$ cat config.mk
export PLATFORM = sky130hd
export DESIGN_NAME = synth_voice_allocator
export DESIGN_NICKNAME = d
export VERILOG_FILES = /design/src/design/va_pkg.sv /design/src/design/va_cell.sv /design/src/design/va_scan.sv /design/src/design/synth_voice_allocator.sv
export SDC_FILE = /design/constraint.sdc
export NUM_CORES = 2
export LEC_CHECK = 0
export ABC_AREA = 1
export BUFFER_PORTS_ARGS = -buffer_cell sky130_fd_sc_hd__buf_4
export CORE_AREA = 2 2 280 337
export CTS_CLUSTER_DIAMETER = 40
export DETAILED_ROUTE_END_ITERATION = 16
export DIE_AREA = 0 0 282 339
export GPL_ROUTABILITY_DRIVEN = 0
export GPL_TIMING_DRIVEN = 0
export MAX_ROUTING_LAYER = met4
export PLACE_DENSITY = 0.67
export SYNTH_ARGS = -nofsm -noshare
export SYNTH_HDL_FRONTEND = slang
export SYNTH_SLANG_ARGS = --single-unit
export TNS_END_PERCENT = 1
$ cat constraint.sdc
create_clock -name clk -period 3.85 [get_ports clk]
set_input_delay 0.5775 -clock clk [delete_from_list [all_inputs] [get_ports clk]]
set_output_delay 0.5775 -clock clk [all_outputs]
set_load 0.01 [all_outputs]
$ cat src/design/va_pkg.sv
`timescale 1ns / 1ps
// Shared types, codes and sizes for the voice allocator.
package va_pkg;

    localparam int NUM_VOICES = 16;
    localparam int VIDX_W     = (NUM_VOICES > 1) ? $clog2(NUM_VOICES) : 1;
    localparam int CNT_W      = $clog2(NUM_VOICES + 1);
    localparam int LIM_W      = (CNT_W > 5) ? CNT_W : 5;
    localparam int AGE_W      = 32;
    localparam int LIM_RESET  = (NUM_VOICES < 16) ? NUM_VOICES : 16;

    localparam logic [AGE_W-1:0] NOTE_SPAN = AGE_W'(128);
    localparam logic [7:0]       NOTE_NONE = 8'hFF;

    // event codes
    localparam logic [1:0] FUNC_NOTE_ON  = 2'd0;
    localparam logic [1:0] FUNC_NOTE_OFF = 2'd1;
    localparam logic [1:0] FUNC_ALL_OFF  = 2'd2;
    localparam logic [1:0] FUNC_PANIC    = 2'd3;

    // voice modes
    localparam logic [2:0] MODE_MONO      = 3'd0;
    localparam logic [2:0] MODE_LEGATO    = 3'd1;
    localparam logic [2:0] MODE_RETRIGGER = 3'd2;
    localparam logic [2:0] MODE_POLY      = 3'd3;

    // steal modes
    localparam logic [2:0] STEAL_NONE     = 3'd0;
    localparam logic [2:0] STEAL_OLDEST   = 3'd1;
    localparam logic [2:0] STEAL_LOWEST   = 3'd2;
    localparam logic [2:0] STEAL_HIGHEST  = 3'd3;
    localparam logic [2:0] STEAL_QUIETEST = 3'd4;

    // configuration register indexes
    localparam logic [1:0] REG_VOICE_MODE  = 2'd0;
    localparam logic [1:0] REG_STEAL_MODE  = 2'd1;
    localparam logic [1:0] REG_VOICE_LIMIT = 2'd2;

    typedef enum logic [1:0] {
        ST_IDLE,
        ST_SCAN,
        ST_APPLY
    } state_t;

    typedef struct packed {
        logic             active;
        logic [6:0]       note;
        logic [6:0]       velocity;
        logic [4:0]       channel;
        logic [AGE_W-1:0] age;
    } voice_t;

    typedef struct packed {
        logic shift;
        logic load;
        logic clear;
    } cell_ctrl_t;

    typedef struct packed {
        logic             init;
        logic             step;
        logic             mono;
        logic             note_on;
        logic             note_off;
        logic             all_off;
        logic             panic;
        logic [6:0]       note;
        logic [4:0]       channel;
        logic [CNT_W-1:0] limit;
        logic [2:0]       steal_mode;
        logic [7:0]       last_note;
    } scan_ctrl_t;

    typedef struct packed {
        logic              free_found;
        logic [VIDX_W-1:0] free_idx;
        logic              victim_found;
        logic [VIDX_W-1:0] victim_idx;
        logic [AGE_W-1:0]  victim_key;
        logic [CNT_W-1:0]  count;
    } scan_res_t;

endpackage

$ cat src/design/va_cell.sv
`timescale 1ns / 1ps
// One voice slot of the rotating voice ring.
module va_cell (
    input  logic               clk,
    input  logic               rst_n,
    input  va_pkg::cell_ctrl_t ctrl,
    input  va_pkg::voice_t     shift_in,
    input  va_pkg::voice_t     load_in,
    output va_pkg::voice_t     voice
);
    import va_pkg::*;

    voice_t voice_reg;
    voice_t voice_next;

    always_comb
    begin
        voice_next = voice_reg;
        priority if (ctrl.shift)
        begin
            voice_next = shift_in;
        end
        else if (ctrl.load)
        begin
            voice_next = load_in;
        end
        else if (ctrl.clear)
        begin
            voice_next.active = 1'b0;
        end
        else
        begin
            // hold the slot
        end
    end

    always_ff @(posedge clk or negedge rst_n)
    begin
        if (!rst_n)
        begin
            voice_reg <= '0;
        end
        else
        begin
            voice_reg <= voice_next;
        end
    end

    assign voice = voice_reg;

endmodule

$ cat src/design/va_scan.sv
`timescale 1ns / 1ps
// Head of the voice ring: edits each passing voice and collects search results.
module va_scan (
    input  logic                      clk,
    input  logic                      rst_n,
    input  va_pkg::scan_ctrl_t        ctrl,
    input  logic [va_pkg::VIDX_W-1:0] idx,
    input  va_pkg::voice_t            head,
    output va_pkg::voice_t            tail,
    output va_pkg::scan_res_t         res
);
    import va_pkg::*;

    scan_res_t        res_reg;
    scan_res_t        res_next;
    logic             in_lim;
    logic             chan_hit;
    logic             steal_ok;
    logic             better;
    logic [AGE_W-1:0] key;
    logic [AGE_W-1:0] bound;

    always_comb
    begin
        in_lim   = CNT_W'(idx) < ctrl.limit;
        chan_hit = (ctrl.channel == 5'd0) || (head.channel == ctrl.channel);

        // edit the voice on its way back into the ring
        tail = head;
        priority if (ctrl.panic)
        begin
            tail = '0;
        end
        else if (ctrl.all_off)
        begin
            if (chan_hit)
            begin
                tail.active = 1'b0;
            end
        end
        else if (ctrl.note_off)
        begin
            if (ctrl.mono)
            begin
                if (idx == '0 && ctrl.last_note == {1'b0, ctrl.note})
                begin
                    tail.active = 1'b0;
                end
            end
            else if (in_lim && head.note == ctrl.note && chan_hit)
            begin
                tail.active = 1'b0;
            end
        end
        else
        begin
            // pass the voice through unchanged
        end

        steal_ok = (ctrl.steal_mode == STEAL_OLDEST) || (ctrl.steal_mode == STEAL_LOWEST)
                || (ctrl.steal_mode == STEAL_HIGHEST) || (ctrl.steal_mode == STEAL_QUIETEST);

        unique case (ctrl.steal_mode)
            STEAL_OLDEST:   key = head.age;
            STEAL_LOWEST:   key = AGE_W'(head.note);
            STEAL_HIGHEST:  key = AGE_W'(head.note);
            STEAL_QUIETEST: key = AGE_W'(head.velocity);
            default:        key = '0;
        endcase

        bound = res_reg.victim_found ? res_reg.victim_key : NOTE_SPAN;
        priority if (ctrl.steal_mode == STEAL_HIGHEST)
        begin
            better = !res_reg.victim_found || (key > res_reg.victim_key);
        end
        else if (ctrl.steal_mode == STEAL_OLDEST)
        begin
            better = !res_reg.victim_found || (key < res_reg.victim_key);
        end
        else
        begin
            better = key < bound;
        end

        res_next = res_reg;
        priority if (ctrl.init)
        begin
            res_next = '0;
        end
        else if (ctrl.step)
        begin
            if (in_lim && tail.active)
            begin
                res_next.count = res_reg.count + CNT_W'(1);
            end
            if (ctrl.note_on && !ctrl.mono && in_lim)
            begin
                if (!head.active && !res_reg.free_found)
                begin
                    res_next.free_found = 1'b1;
                    res_next.free_idx   = idx;
                end
                if (head.active && steal_ok && better)
                begin
                    res_next.victim_found = 1'b1;
                    res_next.victim_idx   = idx;
                    res_next.victim_key   = key;
                end
            end
        end
        else
        begin
            // hold the collected results
        end
    end

    always_ff @(posedge clk or negedge rst_n)
    begin
        if (!rst_n)
        begin
            res_reg <= '0;
        end
        else
        begin
            res_reg <= res_next;
        end
    end

    assign res = res_reg;

endmodule

$ cat src/design/synth_voice_allocator.sv
`timescale 1ns / 1ps
// Top level of the polyphonic voice allocator with voice stealing.
//
// Usage:
//   Input channel: drive func, note, velocity and channel and raise start;
//   the transaction is taken at a rising edge where start is high and busy
//   is low. Events are note on (velocity zero acts as note off), note off,
//   all notes off and panic.
//   Result channel: done is high for exactly one cycle with voice_valid,
//   voice_index, stolen, active_count and peak_count. The receiver cannot
//   stall; each result must be taken in the cycle it is shown.
//   Timing: every event rotates the ring of NUM_VOICES voice cells once
//   through the scan head (one voice per cycle), then writes the chosen
//   voice in the apply state. done is registered from the apply state and
//   the result is taken at the next edge; busy drops in the same cycle, so
//   a new event may be taken while done is shown, and not before.
//   Configuration: cfg_we with cfg_index / cfg_data writes voice_mode,
//   steal_mode or voice_limit; write only while idle.
//   Reset: all voices silent and cleared, poly mode, steal oldest, limit 16.
module synth_voice_allocator (
    input  logic       clk,
    input  logic       rst_n,
    input  logic       start,
    output logic       busy,
    input  logic [1:0] func,
    input  logic [6:0] note,
    input  logic [6:0] velocity,
    input  logic [4:0] channel,
    input  logic       cfg_we,
    input  logic [1:0] cfg_index,
    input  logic [4:0] cfg_data,
    output logic       done,
    output logic       voice_valid,
    output logic [3:0] voice_index,
    output logic       stolen,
    output logic [4:0] active_count,
    output logic [4:0] peak_count
);
    import va_pkg::*;

    // Sequencer and event registers
    state_t            state_reg, state_next;
    logic [VIDX_W-1:0] scan_idx_reg, scan_idx_next;
    logic [1:0]        func_reg;
    logic [6:0]        note_reg;
    logic [6:0]        vel_reg;
    logic [4:0]        chan_reg;

    // Configuration and global state
    logic [2:0]        mode_reg;
    logic [2:0]        steal_reg;
    logic [CNT_W-1:0]  limit_reg;
    logic [7:0]        last_note_reg, last_note_next;
    logic [AGE_W-1:0]  age_reg, age_next;
    logic [CNT_W-1:0]  peak_reg, peak_next;

    // Result registers
    logic              done_reg;
    logic              valid_reg, valid_next;
    logic [VIDX_W-1:0] idx_reg, idx_next;
    logic              stolen_reg, stolen_next;
    logic [CNT_W-1:0]  count_reg, count_next;

    // Ring wiring
    voice_t            cell_q [NUM_VOICES];
    voice_t            tail;
    voice_t            load_entry;
    scan_ctrl_t        sctrl;
    scan_res_t         sres;

    logic              accept;
    logic              is_mono;
    logic              ev_on;
    logic              ev_off;
    logic              legato;
    logic              load_en;
    logic [VIDX_W-1:0] load_idx;
    logic              mode_change;
    logic [LIM_W-1:0]  lim_sat;
    logic [31:0]       idx_ext;
    logic [31:0]       count_ext;
    logic [31:0]       peak_ext;

    assign accept  = start && (state_reg == ST_IDLE);
    assign is_mono = mode_reg <= MODE_RETRIGGER;
    assign ev_on   = (func_reg == FUNC_NOTE_ON) && (vel_reg != 7'd0);
    assign ev_off  = (func_reg == FUNC_NOTE_OFF)
                  || ((func_reg == FUNC_NOTE_ON) && (vel_reg == 7'd0));
    assign legato  = (mode_reg == MODE_LEGATO) && (last_note_reg != NOTE_NONE);

    // Sequencer: idle, rotate the ring once, write back and report
    always_comb
    begin
        state_next    = state_reg;
        scan_idx_next = scan_idx_reg;
        unique case (state_reg)
            ST_IDLE:
            begin
                scan_idx_next = '0;
                if (start)
                begin
                    state_next = ST_SCAN;
                end
            end
            ST_SCAN:
            begin
                scan_idx_next = scan_idx_reg + VIDX_W'(1);
                if (scan_idx_reg == VIDX_W'(NUM_VOICES - 1))
                begin
                    scan_idx_next = '0;
                    state_next    = ST_APPLY;
                end
            end
            ST_APPLY:
            begin
                state_next = ST_IDLE;
            end
            default:
            begin
                state_next = ST_IDLE;
            end
        endcase
    end

    always_ff @(posedge clk or negedge rst_n)
    begin
        if (!rst_n)
        begin
            state_reg    <= ST_IDLE;
            scan_idx_reg <= '0;
        end
        else
        begin
            state_reg    <= state_next;
            scan_idx_reg <= scan_idx_next;
        end
    end

    // Latch the event on accept
    always_ff @(posedge clk)
    begin
        if (accept)
        begin
            func_reg <= func;
            note_reg <= note;
            vel_reg  <= velocity;
            chan_reg <= channel;
        end
    end

    // Scan head control
    always_comb
    begin
        sctrl            = '0;
        sctrl.init       = accept;
        sctrl.step       = (state_reg == ST_SCAN);
        sctrl.mono       = is_mono;
        sctrl.note_on    = ev_on;
        sctrl.note_off   = ev_off;
        sctrl.all_off    = (func_reg == FUNC_ALL_OFF);
        sctrl.panic      = (func_reg == FUNC_PANIC);
        sctrl.note       = note_reg;
        sctrl.channel    = chan_reg;
        sctrl.limit      = limit_reg;
        sctrl.steal_mode = steal_reg;
        sctrl.last_note  = last_note_reg;
    end

    va_scan u_scan (
        .clk   (clk),
        .rst_n (rst_n),
        .ctrl  (sctrl),
        .idx   (scan_idx_reg),
        .head  (cell_q[0]),
        .tail  (tail),
        .res   (sres)
    );

    // Write-back: pick the voice, build its entry, update counts
    always_comb
    begin
        load_en        = 1'b0;
        load_idx       = '0;
        load_entry     = '0;
        last_note_next = last_note_reg;
        age_next       = age_reg;
        valid_next     = 1'b0;
        idx_next       = '0;
        stolen_next    = 1'b0;
        count_next     = sres.count;

        load_entry.active   = 1'b1;
        load_entry.note     = note_reg;
        load_entry.velocity = vel_reg;
        load_entry.channel  = chan_reg;
        load_entry.age      = age_reg;

        if (ev_on)
        begin
            if (is_mono)
            begin
                load_en        = 1'b1;
                valid_next     = 1'b1;
                last_note_next = {1'b0, note_reg};
                if (legato)
                begin
                    // keep gate, channel and stamp of voice 0
                    load_entry.active  = cell_q[0].active;
                    load_entry.channel = cell_q[0].channel;
                    load_entry.age     = cell_q[0].age;
                end
                else
                begin
                    age_next = age_reg + AGE_W'(1);
                    if (!cell_q[0].active)
                    begin
                        count_next = sres.count + CNT_W'(1);
                    end
                end
            end
            else if (sres.free_found)
            begin
                load_en    = 1'b1;
                load_idx   = sres.free_idx;
                valid_next = 1'b1;
                idx_next   = sres.free_idx;
                age_next   = age_reg + AGE_W'(1);
                count_next = sres.count + CNT_W'(1);
            end
            else if (sres.victim_found)
            begin
                load_en     = 1'b1;
                load_idx    = sres.victim_idx;
                valid_next  = 1'b1;
                idx_next    = sres.victim_idx;
                stolen_next = 1'b1;
                age_next    = age_reg + AGE_W'(1);
            end
        end
        else if (ev_off)
        begin
            if (is_mono && last_note_reg == {1'b0, note_reg})
            begin
                last_note_next = NOTE_NONE;
            end
        end
        else if (func_reg == FUNC_ALL_OFF)
        begin
            if (chan_reg == 5'd0)
            begin
                last_note_next = NOTE_NONE;
            end
        end
        else
        begin
            last_note_next = NOTE_NONE;
        end

        peak_next = (count_next > peak_reg) ? count_next : peak_reg;
    end

    // Configuration decode
    always_comb
    begin
        mode_change = cfg_we && (cfg_index == REG_VOICE_MODE) && (cfg_data[2:0] != mode_reg);
        lim_sat     = LIM_W'(cfg_data);
        if (lim_sat < LIM_W'(1))
        begin
            lim_sat = LIM_W'(1);
        end
        if (lim_sat > LIM_W'(NUM_VOICES))
        begin
            lim_sat = LIM_W'(NUM_VOICES);
        end
    end

    // Ring of voice cells; cell 0 feeds the scan head, the head feeds the last cell
    for (genvar k = 0; k < NUM_VOICES; k++)
    begin : g_cell
        voice_t     shift_src;
        logic       lim_clear;
        cell_ctrl_t cell_ctrl;

        if (k == NUM_VOICES - 1)
        begin : g_tail
            assign shift_src = tail;
        end
        else
        begin : g_link
            assign shift_src = cell_q[k + 1];
        end

        assign lim_clear = cfg_we && (cfg_index == REG_VOICE_LIMIT)
                        && (LIM_W'(k) >= lim_sat) && (LIM_W'(k) < LIM_W'(limit_reg));

        always_comb
        begin
            cell_ctrl.shift = (state_reg == ST_SCAN);
            cell_ctrl.load  = (state_reg == ST_APPLY) && load_en
                           && (load_idx == VIDX_W'(k));
            cell_ctrl.clear = mode_change || lim_clear;
        end

        va_cell u_cell (
            .clk      (clk),
            .rst_n    (rst_n),
            .ctrl     (cell_ctrl),
            .shift_in (shift_src),
            .load_in  (load_entry),
            .voice    (cell_q[k])
        );
    end

    // State: configuration writes, idle by user rule; event updates at write-back
    always_ff @(posedge clk or negedge rst_n)
    begin
        if (!rst_n)
        begin
            mode_reg      <= MODE_POLY;
            steal_reg     <= STEAL_OLDEST;
            limit_reg     <= CNT_W'(LIM_RESET);
            last_note_reg <= NOTE_NONE;
            age_reg       <= '0;
            peak_reg      <= '0;
        end
        else
        begin
            if (cfg_we)
            begin
                unique case (cfg_index)
                    REG_VOICE_MODE:
                    begin
                        if (mode_change)
                        begin
                            mode_reg      <= cfg_data[2:0];
                            last_note_reg <= NOTE_NONE;
                        end
                    end
                    REG_STEAL_MODE:
                    begin
                        steal_reg <= cfg_data[2:0];
                    end
                    REG_VOICE_LIMIT:
                    begin
                        limit_reg <= CNT_W'(lim_sat);
                    end
                    default:
                    begin
                        // unmapped index: drop the write
                    end
                endcase
            end
            if (state_reg == ST_APPLY)
            begin
                last_note_reg <= last_note_next;
                age_reg       <= age_next;
                peak_reg      <= peak_next;
            end
        end
    end

    // Result registers: registered from the write-back and held until the next one
    always_ff @(posedge clk or negedge rst_n)
    begin
        if (!rst_n)
        begin
            done_reg <= 1'b0;
        end
        else
        begin
            done_reg <= (state_reg == ST_APPLY);
        end
    end

    always_ff @(posedge clk)
    begin
        if (state_reg == ST_APPLY)
        begin
            valid_reg  <= valid_next;
            idx_reg    <= idx_next;
            stolen_reg <= stolen_next;
            count_reg  <= count_next;
        end
    end

    assign idx_ext   = 32'(idx_reg);
    assign count_ext = 32'(count_reg);
    assign peak_ext  = 32'(peak_reg);

    assign busy         = (state_reg != ST_IDLE);
    assign done         = done_reg;
    assign voice_valid  = valid_reg;
    assign voice_index  = idx_ext[3:0];
    assign stolen       = stolen_reg;
    assign active_count = count_ext[4:0];
    assign peak_count   = peak_ext[4:0];

endmodule

==> results.json <==
{
  "syn_area_sq_um": 45730,
  "status": "complete, but fails checks",
  "rr_worst_depth": 8,
  "first_iter_violations": 4421,
  "p_per_area_nw_per_um2": 775.1,
  "wl_per_cell_microns": 23.43,
  "hold_viol_final": 0,
  "crit_cells": 8,
  "place_hpwl_microns": 113800,
  "clkLatencyLatePin_ns": 0.73,
  "worstPathArrival_ns": 4.46,
  "synthesis.nets": 5186,
  "ys_seq_elements": 974,
  "grt_pass1_wl_microns": 236600,
  "drc": 0,
  "yosys_warnings": 0,
  "critPathMostFrequentCell": "clkbuf_1",
  "cp_max_fo": 10,
  "setup_slack_ns": -0.07428,
  "synth_top_area_share_pct": 50.89,
  "grt_overflow": 0,
  "core_sq_um": 92050,
  "grt_max_degree": 123,
  "critPathMaxStageDelay_ns": 0.87,
  "drv_cap": 0,
  "firstDrtPassIters": 8,
  "path_class": "reg2reg",
  "synth_area_leader_cell": "dfrtp_1",
  "grt_usage_pct": 33.63,
  "async_flop_share_pct": 96.71,
  "cp-start-kind": "flop",
  "ys_types": 55,
  "htree_levels": 3,
  "path_cells": "inv_1, nor2_2, inv_2, buf_2, clkbuf_1, clkbuf_1, clkbuf_1, o221ai_1",
  "die_x_microns": 282,
  "largest_reg_flops": 832,
  "num_rows": 122,
  "design_power_total_mw": 40.60,
  "initial_core_util_pct": 49.68,
  "grt_antenna_before_repair": 3,
  "clock_skew_ns": 0.03479,
  "final_util_pct": 56.91,
  "cts_max_path_buffers": 3,
  "cts_root_buf": "clkbuf_16",
  "fin_crit_sh_pct": 101.9,
  "path_clk_slew_ns": 0.06,
  "fin_nets": 5373,
  "synth_edf_count": 32,
  "violations": "negative setup slack",
  "pin_count": 50,
  "ys_seq_area_share_pct": 53.68,
  "worst_slew_pin_slew_ns": 1.321,
  "rrSetupSlack_ns": -0.07,
  "synth_area_per_cell_sq_um": 9.004,
  "critPathRequiredTime_ns": 4.39,
  "area_growth_pct": 14.54,
  "drive_gt1_share_pct": 11.26,
  "fmax_ghz": 0.2548,
  "viasPerCell": 5.929,
  "cp-startpoint": "state_reg[0]$_DFFE_PN0P_",
  "rr_startpoint": "state_reg[0]$_DFFE_PN0P_",
  "crit_end": "g_cell[11].u_cell.voice[38]$_DFFE_PN0P_",
  "p_leak_nw": 22.50,
  "cts_made_buffers": 121,
  "period_needed_ns": 3.924,
  "slew_headroom_pct": 11.90,
  "slowest_stage": "clkbuf_1",
  "drt-total-wl_microns": 155100,
  "first_global_vias": 38540,
  "crit_path_end_kind": "flop",
  "rr_endpoint": "g_cell[11].u_cell.voice[38]$_DFFE_PN0P_",
  "report.final.slew_viol_count": 0,
  "rsz0062_at_grt": "true",
  "hp-class": "in2reg",
  "synth_cells": 5079,
  "synthTopCellsByArea": "dfrtp_1 51%, nand2_1 9.2%, o221ai_1 7.9%, inv_1 5.0%, o211ai_1 2.9%",
  "vias": 39250,
  "peakVddDrop_uv": 518.3,
  "cp_top_family": "buffers and inverters",
  "io_buffers": 49,
  "clock-sinks": 974,
  "dieArea_sq_um": 95600,
  "cts_tree": "done",
  "ys.flop_type": "dfrtp_1",
  "setup_viol": 29,
  "die_h_microns": 339,
  "cp_num_buf_inv": 6,
  "ant_nets": 0
}
cells in the mapped netlist (all sizes together), types with 3 or more instances:
| cell | n |
|---|---|
| nand3 | 163 |
| xnor2 | 15 |
| a211oi | 5 |
| nand4 | 26 |
| a31oi | 16 |
| edfxtp | 32 |
| xor2 | 35 |
| o221ai | 411 |
| o311ai | 5 |
| buf | 167 |
| dfstp | 12 |
| inv | 668 |
| ha | 75 |
| clkbuf | 153 |
| a21oi | 200 |
| a22o | 3 |
| o22ai | 8 |
| a32oi | 12 |
| o211ai | 186 |
| nor4 | 12 |
| nand2 | 1132 |
| o21ai | 327 |
| a22oi | 30 |
| dfrtp | 930 |
| nor2 | 372 |
| nor3 | 67 |
worst reg2reg max path, delay by kind of cell (launching register included):
kind / cells / cell delay, ns
buf+inv: 6 / 3.03
flops: 1 / 0.40
compound gates: 1 / 0.21
simple gates: 1 / 0.11
layer usage:
layer | track usage (%) | share of wire, %
met1 | 42.89 | 40
met2 | 50.32 | 46
met3 | 6.623 | 8.6
met4 | 18.50 | 5.9
met5 | - | 0
stage by stage:
step	instances	hold slack [ns]	worst slack, ns	setup TNS [ns]	area (sq um)
finish	6620	0.03456	-0.07428	-0.8697	52380
global route	6616	0.02079	-0.07658	-1.704	52370
CTS	6608	0.0009747	-0.02572	-0.2096	52260
detailed placement	6377	0.4719	-0.4014	-20.65	47900
global placement	6368	0.4692	-9.120	-8396.46	47650
floorplan	5079	0.2819	0.8932	0	45730
worst min-delay path by stage:
stage,cells after the start,endpoint,from
finish,1,vel_reg[4]$_DFFE_PP_,velocity[4]
detailed placement,2,u_scan.res[43]$_DFFE_PN0P_,u_scan.res[43]$_DFFE_PN0P_
global placement,2,g_cell[4].u_cell.voice[47]$_DFFE_PN0P_,g_cell[4].u_cell.voice[47]$_DFFE_PN0P_
global route,1,note_reg[3]$_DFFE_PP_,note[3]
floorplan,0,age_reg[0]$_DFFE_PN0P_,rst_n
CTS,1,note_reg[6]$_DFFE_PP_,note[6]
report_power, final:
part           internal (mW)  switching (mW)
clock                   7.26            4.87
combinational           3.82            10.1
sequential              13.1            1.46
total                   24.2            16.4
kinds of logic (layout without fill, tap and decap cells):
family	after synthesis	after routing	share of synthesized area [%]
DFF	974	974	53.68
and+or+nand+nor	1779	1779	16.24
AOI/OAI and AO/OA	1211	1211	18.30
xor gates and xnor gates	50	50	0.9576
buffers and inverters	990	1284	8.769
other	0	7	0
adders and majority gates	75	75	2.052
final cells by class:
type | count | area, sq um
Fill cell | 8061 | 39670
Sequential cell | 974 | 24550
Multi-Input combinational cell | 3115 | 17250
Clock buffer | 153 | 3361
Inverter | 670 | 2515
Tap cell | 1240 | 1551
Buffer | 320 | 1509
Clock inverter | 77 | 954.7
Timing Repair Buffer | 64 | 670.6
Antenna cell | 7 | 17.52
cells in the final DEF, fill, tap and decap left out, types with 16 or more instances in the layout:
master      synthesis  layout
nor2_4             21      21
clkinvlp_4          0      17
o21ai_1           129     129
inv_1             612     612
a21oi_1           197     197
buf_1              22      23
buf_4              20      73
clkbuf_1          153     154
nor2_2             29      42
o221ai_1          411     411
nor3_1             67      66
o211ai_1          176     176
nand4_1            26      26
a31oi_1            16      16
edfxtp_1           32      32
o21ai_0           197     197
a22oi_1            30      30
dfrtp_1           930     930
ha_1               75      75
inv_2              56      56
clkbuf_16           0     123
nor2_1            320     307
xor2_1             35      35
clkbuf_8            0      17
buf_2             115     116
nand2_1          1115    1114
nand3_1           162     162
what timing repair did:
item | CTS | global route
gates resized for setup | 11 | 28
hold endpoints to repair | 39 | 0
pin swaps | 0 | 4
buffers inserted | 0 | 5
endpoints found under the setup margin | 150 | 79
hold buffers | 1 | 0
No activity file was read; power rests on OpenSTA's default activity.
